===== src/atlc_pkg.sv =====
`default_nettype none
// ----------------------------------------------------------------------------
// Actuated traffic light controller package
// Shared types, register indexes and timing thresholds of the controller.
// ----------------------------------------------------------------------------
package atlc_pkg;

  typedef enum logic [1:0] {
    COL_RED   = 2'd0,
    COL_AMBER = 2'd1,
    COL_GREEN = 2'd2
  } colour_e;

  typedef enum logic [1:0] {
    MODE_TICK   = 2'd0,
    MODE_ARRIVE = 2'd1,
    MODE_LEAVE  = 2'd2,
    MODE_CLEAR  = 2'd3
  } mode_e;

  typedef enum logic [1:0] {
    REG_CYCLE_SECONDS = 2'd0,
    REG_HAS_AMBER     = 2'd1,
    REG_SMART_MODE    = 2'd2
  } reg_idx_e;

  localparam int COUNT_BITS_DEF = 16;
  localparam int TIME_BITS_DEF  = 20;

  localparam int CYCLE_W = 12;
  localparam int STEP_W  = 10;
  localparam int OUT_W   = 16;
  localparam int APB_AW  = 4;
  localparam int APB_DW  = 32;

  localparam logic [CYCLE_W-1:0] CYCLE_RESET = 12'd30;

  // Thresholds in deciseconds.
  localparam logic [15:0] T_PRIO_RED_DS   = 16'd20;
  localparam logic [15:0] T_PRIO_GREEN_DS = 16'd1200;
  localparam logic [15:0] T_MIN_DS        = 16'd100;
  localparam logic [15:0] T_IDLE_GREEN_DS = 16'd200;
  localparam logic [15:0] T_MAX_DS        = 16'd600;

endpackage
`default_nettype wire


===== src/actuated_traffic_light_controller.sv =====
`default_nettype none
// ----------------------------------------------------------------------------
// Actuated traffic light controller
// One light with fixed-time and vehicle-actuated modes and priority preemption.
// ----------------------------------------------------------------------------
// Flow: a request accepted into the input register waits there while the
// output stalls; the result register presents its result. Throughput: one
// request per cycle unless stalled; the state update is one combinational pass.
// Reset: the light is red, the timer and both counts are zero, the cycle is
// 30 s, and amber and smart mode are off. No clearing pass is needed.
module actuated_traffic_light_controller
  import atlc_pkg::*;
#(
  parameter int COUNT_BITS = COUNT_BITS_DEF,
  parameter int TIME_BITS  = TIME_BITS_DEF
) (
  input  wire logic              clk_i,
  input  wire logic              rst_ni,

  input  wire logic              psel,
  input  wire logic              penable,
  input  wire logic              pwrite,
  input  wire logic [APB_AW-1:0] paddr,
  input  wire logic [APB_DW-1:0] pwdata,
  output logic      [APB_DW-1:0] prdata,
  output logic                   pready,

  input  wire logic              in_valid_i,
  output logic                   in_stall_o,
  input  wire logic [1:0]        mode_i,
  input  wire logic [STEP_W-1:0] step_ds_i,
  input  wire logic              priority_req_i,

  output logic                   out_valid_o,
  input  wire logic              out_stall_i,
  output logic [1:0]             colour_o,
  output logic [OUT_W-1:0]       normal_waiting_o,
  output logic [OUT_W-1:0]       priority_waiting_o
);

  localparam int TW = TIME_BITS + 1;
  localparam logic [TIME_BITS-1:0]  TIME_MAX  = {TIME_BITS{1'b1}};
  localparam logic [COUNT_BITS-1:0] COUNT_MAX = {COUNT_BITS{1'b1}};

  // Configuration registers.
  logic [CYCLE_W-1:0] cycle_q;
  logic               amber_q;
  logic               smart_q;
  logic               cfg_wr;

  assign pready = 1'b1;
  assign cfg_wr = psel && penable && pwrite;

  always_ff @(posedge clk_i or negedge rst_ni) begin
    if (!rst_ni) begin
      cycle_q <= CYCLE_RESET;
      amber_q <= 1'b0;
      smart_q <= 1'b0;
    end else if (cfg_wr) begin
      unique case (reg_idx_e'(paddr[3:2]))
        REG_CYCLE_SECONDS: cycle_q <= pwdata[CYCLE_W-1:0];
        REG_HAS_AMBER:     amber_q <= pwdata[0];
        REG_SMART_MODE:    smart_q <= pwdata[0];
        default: ;
      endcase
    end
  end

  always_comb begin
    prdata = '0;
    unique case (reg_idx_e'(paddr[3:2]))
      REG_CYCLE_SECONDS: prdata = APB_DW'(cycle_q);
      REG_HAS_AMBER:     prdata = APB_DW'(amber_q);
      REG_SMART_MODE:    prdata = APB_DW'(smart_q);
      default:           prdata = '0;
    endcase
  end

  // Handshake and input register.
  logic              in_valid_q;
  mode_e             mode_q;
  logic [STEP_W-1:0] step_q;
  logic              prio_q;
  logic              out_valid_q;
  logic              out_free;
  logic              proc;
  logic              accept;

  assign out_free   = !out_valid_q || !out_stall_i;
  assign proc       = in_valid_q && out_free;
  assign in_stall_o = in_valid_q && !out_free;
  assign accept     = in_valid_i && !in_stall_o;

  always_ff @(posedge clk_i or negedge rst_ni) begin
    if (!rst_ni) begin
      in_valid_q <= 1'b0;
    end else if (accept) begin
      in_valid_q <= 1'b1;
    end else if (proc) begin
      in_valid_q <= 1'b0;
    end
  end

  always_ff @(posedge clk_i) begin
    if (accept) begin
      mode_q <= mode_e'(mode_i);
      step_q <= step_ds_i;
      prio_q <= priority_req_i;
    end
  end

  // Controller state.
  colour_e               colour_q, colour_d;
  logic [TIME_BITS-1:0]  time_q, time_d;
  logic [COUNT_BITS-1:0] normal_q, normal_d;
  logic [COUNT_BITS-1:0] prio_cnt_q, prio_cnt_d;

  logic [CYCLE_W-1:0]   cyc;
  logic [15:0]          cyc10;
  logic [TW-1:0]        sum;
  logic [TIME_BITS-1:0] t;
  logic [TW-1:0]        te;
  logic [TW-1:0]        t2;
  logic [TW-1:0]        cyc_e;
  logic [TW-1:0]        cyc10_e;
  colour_e              end_col;
  colour_e              tick_col;
  logic                 tick_chg;

  assign cyc     = (cycle_q == '0) ? CYCLE_RESET : cycle_q;
  assign cyc10   = {1'b0, cyc, 3'b000} + {3'b000, cyc, 1'b0};
  assign sum     = {1'b0, time_q} + TW'(step_q);
  assign t       = sum[TIME_BITS] ? TIME_MAX : sum[TIME_BITS-1:0];
  assign te      = {1'b0, t};
  assign t2      = {t, 1'b0};
  assign cyc_e   = TW'(cyc);
  assign cyc10_e = TW'(cyc10);
  assign end_col = amber_q ? COL_AMBER : COL_RED;

  // Colour decision for a tick.
  always_comb begin
    tick_chg = 1'b0;
    tick_col = colour_q;
    if (smart_q) begin
      if (prio_cnt_q != '0 && colour_q == COL_RED && te >= TW'(T_PRIO_RED_DS)) begin
        tick_chg = 1'b1;
        tick_col = COL_GREEN;
      end else if (prio_cnt_q != '0 && colour_q == COL_GREEN &&
                   te >= TW'(T_PRIO_GREEN_DS)) begin
        tick_chg = 1'b1;
        tick_col = end_col;
      end else if (prio_cnt_q != '0 && colour_q == COL_AMBER && t2 >= cyc_e) begin
        tick_chg = 1'b1;
        tick_col = COL_RED;
      end else if (te >= TW'(T_MIN_DS)) begin
        if (colour_q == COL_RED && normal_q != '0) begin
          tick_chg = 1'b1;
          tick_col = COL_GREEN;
        end else if (colour_q == COL_GREEN && normal_q == '0 &&
                     te >= TW'(T_IDLE_GREEN_DS)) begin
          tick_chg = 1'b1;
          tick_col = end_col;
        end else if (te >= TW'(T_MAX_DS)) begin
          tick_chg = 1'b1;
          if (colour_q == COL_GREEN) begin
            tick_col = end_col;
          end else if (colour_q == COL_RED) begin
            tick_col = COL_GREEN;
          end else begin
            tick_col = COL_RED;
          end
        end else if (colour_q == COL_AMBER && te >= cyc_e) begin
          tick_chg = 1'b1;
          tick_col = COL_RED;
        end
      end
    end else if (amber_q) begin
      if (colour_q == COL_GREEN && te >= cyc10_e) begin
        tick_chg = 1'b1;
        tick_col = COL_AMBER;
      end else if (colour_q == COL_AMBER && te >= cyc_e) begin
        tick_chg = 1'b1;
        tick_col = COL_RED;
      end else if (colour_q == COL_RED && te >= cyc10_e) begin
        tick_chg = 1'b1;
        tick_col = COL_GREEN;
      end
    end else if (te >= cyc10_e) begin
      tick_chg = 1'b1;
      tick_col = (colour_q == COL_GREEN) ? COL_RED : COL_GREEN;
    end
  end

  // Next state.
  always_comb begin
    colour_d   = colour_q;
    time_d     = time_q;
    normal_d   = normal_q;
    prio_cnt_d = prio_cnt_q;
    unique case (mode_q)
      MODE_TICK: begin
        colour_d = tick_col;
        time_d   = tick_chg ? '0 : t;
      end
      MODE_ARRIVE: begin
        if (smart_q) begin
          if (prio_q) begin
            if (prio_cnt_q != COUNT_MAX) prio_cnt_d = prio_cnt_q + 1'b1;
          end else begin
            if (normal_q != COUNT_MAX) normal_d = normal_q + 1'b1;
          end
        end
      end
      MODE_LEAVE: begin
        if (smart_q) begin
          if (prio_q) begin
            if (prio_cnt_q != '0) prio_cnt_d = prio_cnt_q - 1'b1;
          end else begin
            if (normal_q != '0) normal_d = normal_q - 1'b1;
          end
        end
      end
      MODE_CLEAR: begin
        normal_d   = '0;
        prio_cnt_d = '0;
      end
      default: ;
    endcase
  end

  always_ff @(posedge clk_i or negedge rst_ni) begin
    if (!rst_ni) begin
      colour_q   <= COL_RED;
      time_q     <= '0;
      normal_q   <= '0;
      prio_cnt_q <= '0;
    end else if (proc) begin
      colour_q   <= colour_d;
      time_q     <= time_d;
      normal_q   <= normal_d;
      prio_cnt_q <= prio_cnt_d;
    end
  end

  // Result register.
  logic [OUT_W-1:0] normal_out, prio_out;
  logic [1:0]       colour_out_q;
  logic [OUT_W-1:0] normal_out_q, prio_out_q;

  always_comb begin
    normal_out = OUT_W'(normal_d);
    prio_out   = OUT_W'(prio_cnt_d);
    if (normal_d > COUNT_BITS'({OUT_W{1'b1}})) normal_out = '1;
    if (prio_cnt_d > COUNT_BITS'({OUT_W{1'b1}})) prio_out = '1;
  end

  always_ff @(posedge clk_i or negedge rst_ni) begin
    if (!rst_ni) begin
      out_valid_q <= 1'b0;
    end else if (proc) begin
      out_valid_q <= 1'b1;
    end else if (!out_stall_i) begin
      out_valid_q <= 1'b0;
    end
  end

  always_ff @(posedge clk_i) begin
    if (proc) begin
      colour_out_q <= colour_d;
      normal_out_q <= normal_out;
      prio_out_q   <= prio_out;
    end
  end

  assign out_valid_o        = out_valid_q;
  assign colour_o           = colour_out_q;
  assign normal_waiting_o   = normal_out_q;
  assign priority_waiting_o = prio_out_q;

  // Assertions.
  a_proc_gives_result: assert property (@(posedge clk_i) disable iff (!rst_ni)
    proc |=> out_valid_q)
    else $error("processed request did not produce a result");

  a_colour_change_clears_timer: assert property (@(posedge clk_i) disable iff (!rst_ni)
    (proc && colour_d != colour_q) |=> (time_q == '0))
    else $error("timer not cleared on colour change");

  a_non_tick_keeps_colour: assert property (@(posedge clk_i) disable iff (!rst_ni)
    (proc && mode_q != MODE_TICK) |=> ($stable(colour_q) && $stable(time_q)))
    else $error("non-tick request changed the light");

  a_fixed_mode_counts: assert property (@(posedge clk_i) disable iff (!rst_ni)
    (proc && !smart_q && mode_q != MODE_CLEAR) |=>
      ($stable(normal_q) && $stable(prio_cnt_q)))
    else $error("counts changed in fixed mode");

  a_held_request_kept: assert property (@(posedge clk_i) disable iff (!rst_ni)
    (in_valid_q && !out_free) |=> in_valid_q)
    else $error("held request was dropped");

endmodule
`default_nettype wire

===== config.mk =====
export PLATFORM = sky130hd
export DESIGN_NAME = actuated_traffic_light_controller
export DESIGN_NICKNAME = d
export VERILOG_FILES = /design/src/atlc_pkg.sv /design/src/actuated_traffic_light_controller.sv
export SDC_FILE = /design/constraint.sdc
export NUM_CORES = 1
export LEC_CHECK = 0
export ABC_AREA = 1
export BUFFER_PORTS_ARGS = -buffer_cell sky130_fd_sc_hd__buf_4
export CORE_MARGIN = 5
export CORE_UTILIZATION = 59
export CTS_CLUSTER_DIAMETER = 120
export CTS_CLUSTER_SIZE = 8
export DETAILED_ROUTE_END_ITERATION = 16
export HOLD_SLACK_MARGIN = 0.06
export PLACE_DENSITY = 0.77
export REMOVE_ABC_BUFFERS = 1
export SETUP_SLACK_MARGIN = 0.15
export SLEW_MARGIN = 20
export SYNTH_ARGS = -nofsm -noshare
export SYNTH_HDL_FRONTEND = slang
export SYNTH_SLANG_ARGS = --single-unit

===== constraint.sdc =====
create_clock -name clk_i -period 5.7 [get_ports clk_i]
set_input_delay 1.71 -clock clk_i [delete_from_list [all_inputs] [get_ports clk_i]]
set_output_delay 1.71 -clock clk_i [all_outputs]
set_load 0.02 [all_outputs]

; ---- Yosys cells after proc, flatten, opt, wreduce, memory -nomap -nowiden
; Cells that the tools add are included.
[word_totals]
reg_bits = 117
inputBits = 56
out_inout_bits = 69
word_cells = 130
[op_classes]
n_addsub = 6
magnitude_cmp = 10
n_eq_ne = 10
mux = 55
n_reduce_logical = 34
[op_table]
columns = op, n
row1 = $mux W16, 12
row2 = $pmux W16 S3, 2
row3 = $mux W20, 2
row4 = $mux W2, 18
row5 = $pmux W12 S3, 1
row6 = $add A16 B1 Y16 const B, 2
row7 = $gt A16 B16 Y1 const B, 2
row8 = $ne A16 B16 Y1 const B, 2
row9 = $reduce_bool A16 Y1, 2
row10 = $sub A16 B1 Y16 const B, 2
row11 = $add A20 B10 Y21, 1
row12 = $ge A21 B12 Y1, 1
row13 = $ge A20 B10 Y1 const B, 1
row14 = $ge A20 B11 Y1 const B, 1
row15 = $ge A20 B12 Y1, 1
row16 = $ge A20 B16 Y1, 1
row17 = $ge A20 B5 Y1 const B, 1
row18 = $ge A20 B7 Y1 const B, 1
row19 = $ge A20 B8 Y1 const B, 1
row20 = $mux W1, 19
row21 = $logic_and A1 B1 Y1, 17
row22 = $add A15 B13 Y16, 1
row23 = $logic_not A16 Y1, 1
row24 = $logic_not A12 Y1, 1
row25 = other kinds (9), 22

; ---- Depth between registers and ports, before layout
[logic_depth]
ltp_word = 14
mapped_depth = 34
mapped_depth_nobuf = 34

; ---- Worst setup path after synthesis
; Ideal clock, no wire load.
[synth_path]
path_kind = register to register
start = register cycle_q[10]
end = register time_q[16]
setup_ns = 0.074
t_arrival_ns = 4.080
required_time_ns = 5.626
path_slack_ns = 1.545
stages_incl_launch_ff = 32
n_path_buf = 1
period_less_slack_ns = 4.155
cell_sequence = dfrtp_1 -> nor4_1 -> nand3_1 -> inv_1 -> nor2_1 -> inv_1 -> ha_1 -> a21oi_1 -> nand2_1 -> a21o_1 -> a21oi_1 -> nor2_1 -> o21ai_0 -> nand2_1 -> nand2_1 -> a31oi_1 -> a21oi_1 -> nor2_1 -> xor2_1 -> ha_1 -> nand2_1 -> inv_1 -> a221oi_1 -> nand2_1 -> nor2_1 -> nand3_1 -> o21ai_1 -> o21ai_1 -> o21ai_2 -> buf_6 -> nand2_1 -> o21ai_2
[synth_between]
elab_chain_cells = 14
elab_cells_between_ends = 25
cone_classes = 1 x add/sub / 3 x order compare / 16 x mux / 5 x reduce/logical
[synth_rtl]
columns = element, line
row1 = "start, declared", actuated_traffic_light_controller.sv:46  ; logic [CYCLE_W-1:0] cycle_q;
row2 = "start signal, assigned", actuated_traffic_light_controller.sv:61  ; REG_CYCLE_SECONDS: cycle_q <= pwdata[CYCLE_W-1:0];
row3 = $logic_not A12 Y1, actuated_traffic_light_controller.sv:130  ; assign cyc = (cycle_q == '0) ? CYCLE_RESET : cycle_q;
row4 = $mux W12 *, actuated_traffic_light_controller.sv:130
row5 = branches (longest 10 deep; another with $ge A20 B16 Y1), n/a
row6 = $mux W1 *, actuated_traffic_light_controller.sv:144  ; if (smart_q) begin
row7 = $mux W20 *, actuated_traffic_light_controller.sv:203  ; time_d = tick_chg ? '0 : t;
row8 = "end signal, assigned", actuated_traffic_light_controller.sv:239  ; time_q <= time_d;
row9 = "end, declared", actuated_traffic_light_controller.sv:114  ; logic [TIME_BITS-1:0] time_q, time_d;
; Every way passes the cells marked *.
; A chain may end at the register's enable or synchronous reset.

; ---- Worst setup path after layout
[layout_path]
start = register cycle_q[0]
end = register colour_out_q[1], in the netlist colour_o[1], data pin
[layout_between]
elab_chain_cells = 14
elab_cells_between_ends = 25
cone_classes = 1 x add/sub / 3 x order compare / 16 x mux / 5 x reduce/logical
[layout_rtl]
columns = element, line
row1 = $logic_not A12 Y1, actuated_traffic_light_controller.sv:130
row2 = $mux W12 *, actuated_traffic_light_controller.sv:130
row3 = branches (longest 10 deep; another with $ge A20 B16 Y1), n/a
row4 = $mux W2 *, actuated_traffic_light_controller.sv:144
row5 = $mux W2 *, actuated_traffic_light_controller.sv:200  ; unique case (mode_q)
row6 = via colour_d[1], actuated_traffic_light_controller.sv:113  ; colour_e colour_q, colour_d;
row7 = "end signal, assigned", actuated_traffic_light_controller.sv:269  ; colour_out_q <= colour_d;
row8 = "end, declared", actuated_traffic_light_controller.sv:247  ; logic [1:0] colour_out_q;
; Mark *: on every way through the listed nets, which the timed path passes.

==> impl_metrics.json <==
{
  "final_layout_setup_total_negative_slack_ns": 0,
  "postSynthAreaPerCell_sq_um": 6.99,
  "residual_antenna_violating_net_count_after_detailed_routing": 0,
  "timing.final.setup_violations": 0,
  "share_comb_of_total_power": 0.548,
  "multiInputGateArea_sq_mm": 0.00530,
  "postCtsSetupRepairBufs": 0,
  "detailedRoute.firstPassIterationCount": 5,
  "rsz0062_at_grt": "no",
  "reg2reg_from": "cycle_q[0]",
  "number_of_instances_in_the_synthesized_netlist": 1349,
  "first_iter_violations": 794,
  "whs_ns": 0.495,
  "die_y_microns": 136,
  "placement.setup.worst_slack_ns": 0.840,
  "synth_top_area_frac": 0.175,
  "ff2ff_path_depth": 33,
  "crit_path_top_delay_cell": "sky130_fd_sc_hd__dfrtp_1",
  "critPathMaxFanout": 7,
  "tightestPinTransition_ns": 0.973,
  "finClkSkew_ns": 0.0112,
  "synth-main-ff-cell": "sky130_fd_sc_hd__dfrtp_1",
  "cts.sink_count": 117,
  "cts_max_level": 4,
  "muxShareOfSynthArea": 0,
  "drt-total-wl_microns": 23800,
  "power_switching_w": 0.00261,
  "pwr_density_cell_mw_per_mm2": 506,
  "grt-ovfl-total": 0,
  "dominant_combinational_cell_family_by_area_after_synthesis": "simple AND/OR/NAND/NOR gates",
  "port_buffers": 81,
  "worstPathArrival_ns": 5.08,
  "routedWlPerCell_microns": 14.5,
  "die_width_microns": 136,
  "dpl_cell_area_sq_mm": 0.0101,
  "startpoint": "cycle_q[0]",
  "synth-async-reset-ratio": 0.598,
  "clk_tree_root_cell": "sky130_fd_sc_hd__clkbuf_16",
  "timing.final.ws_setup_ns": 0.861,
  "crit_top_cell": "sky130_fd_sc_hd__nand2_1",
  "final-hold-violation-count": 0,
  "cts_tree": "done",
  "synth.area.top_cells": "sky130_fd_sc_hd__dfrtp_1 (18%), sky130_fd_sc_hd__edfxtp_1 (15%), sky130_fd_sc_hd__nand2_1 (14%)",
  "routed-via-count": 9056,
  "critical_path_endpoint": "colour_o[1]",
  "hp-class": "reg2reg",
  "grt_use_total": 0.266,
  "die-area_sq_mm": 0.0186,
  "place.detailed.hpwl_microns": 17100,
  "syn_to_final_growth_pct": 13.6,
  "outcome": "completed",
  "grt_start_max_net_pins": 101,
  "yosys.area_share.xor_xnor": 0.0232,
  "drv.max_cap_violation_count": 0,
  "ys_ff_latch": 117,
  "cts_max_path_buffers": 2,
  "worstSetupPathType": "reg2reg",
  "remaining_design_rule_violation_count": 0,
  "synth_cell_types": 55,
  "worst_setup_hold_path_clk_slew_ns": 0.06,
  "r2r-end": "colour_o[1]",
  "maxClockFrequency_mhz": 207,
  "setup.worst_path.start_class": "register",
  "gp_congestion": 0.952,
  "number_of_global_route_vias_before_repair": 8482,
  "critical-path-max-stage-delay_ns": 0.49,
  "floorplan.io_pins": 125,
  "synth_enable_flop_cells": 47,
  "num_rows": 46,
  "layout_worst_path_cycle_share": 0.849,
  "cts_inserted_buffers": 17,
  "vias_per_cell": 5.51,
  "clockPowerShare": 0.202,
  "final.min_clock_period_ns": 4.84,
  "peakVddDrop_mv": 0.298,
  "final_design_area_no_fill_sq_mm": 0.0107,
  "worst_setup_path_end_kind": "register",
  "fp.coreArea_sq_mm": 0.0158,
  "fillCellCount": 1420,
  "swShare": 0.482,
  "grt_antenna_before_repair": 0,
  "insertedDiodeCount": 0,
  "area_fraction_in_compound_gates_after_synthesis": 0.121,
  "initial_utilization": 0.598,
  "cell_internal_pwr_w": 0.00280,
  "yosysTopAreaCell": "sky130_fd_sc_hd__dfrtp_1",
  "drive_above_1_share": 0.119,
  "max-slew-margin-rel": 0.351,
  "share_seq_of_total_power": 0.250,
  "yosys-top-cells-count": "sky130_fd_sc_hd__nand2_1 (340), sky130_fd_sc_hd__inv_1 (181), sky130_fd_sc_hd__nor2_1 (148)",
  "yosys.area_share.simple": 0.324,
  "finalNetCount": 1534,
  "synth_sequential_area_ratio": 0.336,
  "number_of_warning_messages_in_the_yosys_log": 0,
  "grt_first_pass_wirelength_microns": 39800,
  "seqCellArea_sq_mm": 0.00317,
  "final_max_tran_viols": 0,
  "insertion_delay_ns": 0.44,
  "synth_adder_area_share": 0.0852,
  "ff2ff_setup_slack_ns": 0.86,
  "cellLeakagePower_nw": 5.32,
  "post_synth_instance_area_sq_mm": 0.00943,
  "crit_required_ns": 5.94,
  "synthMostInstantiatedCell": "sky130_fd_sc_hd__nand2_1"
}
repair_timing:
action,4_1_cts,5_1_grt
resized for setup,0,2
endpoints found under the setup margin,0,3
hold buffers,0,0
flip-flops by register name, indices dropped and copies added (netlist names):
signal	count
amber_q	1
colour_o	2
colour_q	2
cycle_q	12
in_valid_q	1
mode_q	2
normal_q	16
normal_waiting_o	16
out_valid_o	1
prio_cnt_q	16
prio_q	1
priority_waiting_o	16
smart_q	1
step_q	10
time_q	20
metrics by stage:
| step | util | instances | power, W |
|---|---|---|---|
| 2_1_floorplan | - | 1309 | 0.00348 |
| 3_3_place_gp | 0.640 | 1612 | 0.00416 |
| 3_5_place_dp | 0.640 | 1612 | 0.00424 |
| 4_1_cts | 0.678 | 1644 | 0.00537 |
| 5_1_grt | 0.679 | 1644 | 0.00589 |
| 6_report | 0.679 | 1644 | 0.00541 |
layer usage:
metal  global-route usage  part of all wire  up-vias
met2                0.419              0.45      324
met3               0.0496             0.076       47
met4               0.0885             0.020        0
met1                0.371              0.46     4157
li1                     -                 -     4528
met5                    0                 0        -
final cells by class:
cell class,instances,area share
Timing Repair Buffer,87,0.0614
Multi-Input combinational cell,1003,0.496
Inverter,189,0.0663
Clock buffer,17,0.0397
Sequential cell,117,0.296
Tap cell,216,0.0252
Clock inverter,15,0.0159
logic make-up (layout without fill, tap and decap cells):
family	count (synthesis)	after routing
AND/OR/NAND/NOR	695	695
buffers and inverters	248	308
AO/OA/AOI/OAI	199	199
flip-flops	117	117
adder cells (fa/ha/maj)	63	63
XOR/XNOR	25	25
other	2	21
worst max-delay path: cells and delay by family (launching register included):
kind	cells	cell delay, ns
AO/OA/AOI/OAI	9	1.35
XOR/XNOR	1	0.16
adder cells (fa/ha/maj)	2	0.56
buffers and inverters	2	0.20
flip-flops	1	0.49
AND/OR/NAND/NOR	19	1.87
power by group through the flow:
stage	logic (W)	clock network, W	registers [W]
floorplan	0.00211	0	0.00137
global placement	0.00281	0	0.00135
detailed placement	0.00288	0	0.00135
CTS	0.00292	0.00110	0.00135
global route	0.00336	0.00114	0.00139
finish	0.00296	0.00109	0.00135
worst min-delay path by stage:
stage,slack (ns),cells past startpoint,from,to
floorplan,0.43,2,in_valid_q,out_valid_o
global placement,0.47,2,time_q[5],time_q[5]
detailed placement,0.48,2,time_q[3],time_q[3]
CTS,0.49,2,time_q[3],time_q[3]
global route,0.51,2,cycle_q[4],cycle_q[4]
finish,0.49,2,cycle_q[4],cycle_q[4]
placed cells by master, fill, tap and decap left out, types with 3 or more instances in the layout:
cell type                   synthesis  layout
sky130_fd_sc_hd__clkbuf_16          0      17
sky130_fd_sc_hd__nor2_2             9       9
sky130_fd_sc_hd__o21ai_1            4       4
sky130_fd_sc_hd__xnor2_1            6       6
sky130_fd_sc_hd__edfxtp_1          47      47
sky130_fd_sc_hd__ha_1              61      61
sky130_fd_sc_hd__inv_1            181     181
sky130_fd_sc_hd__o21ai_0           87      87
sky130_fd_sc_hd__or2_2              3       3
sky130_fd_sc_hd__a31oi_1            6       6
sky130_fd_sc_hd__and2_1             3       3
sky130_fd_sc_hd__nand3_1          104     104
sky130_fd_sc_hd__a21oi_1           58      58
sky130_fd_sc_hd__nand3b_1           6       6
sky130_fd_sc_hd__dfstp_2            4       4
sky130_fd_sc_hd__o211ai_1          15      15
sky130_fd_sc_hd__clkinv_4           0       3
sky130_fd_sc_hd__dfrtp_1           66      66
sky130_fd_sc_hd__nand2_1          340     340
sky130_fd_sc_hd__nand3_2           13      13
sky130_fd_sc_hd__inv_2              6       6
sky130_fd_sc_hd__o22ai_1            4       4
sky130_fd_sc_hd__nor4_1             9       8
sky130_fd_sc_hd__o21ai_2            3       3
sky130_fd_sc_hd__xor2_1            19      19
sky130_fd_sc_hd__nor2_1           148     147
sky130_fd_sc_hd__inv_6              0       6
sky130_fd_sc_hd__nor3_1            25      25
sky130_fd_sc_hd__nand2_2            5       5
sky130_fd_sc_hd__buf_4             21      86
sky130_fd_sc_hd__conb_1             2      21
sky130_fd_sc_hd__nand4_1           23      23
sky130_fd_sc_hd__o311ai_0           4       4
Note: power is estimated with default switching activity, not from simulation.
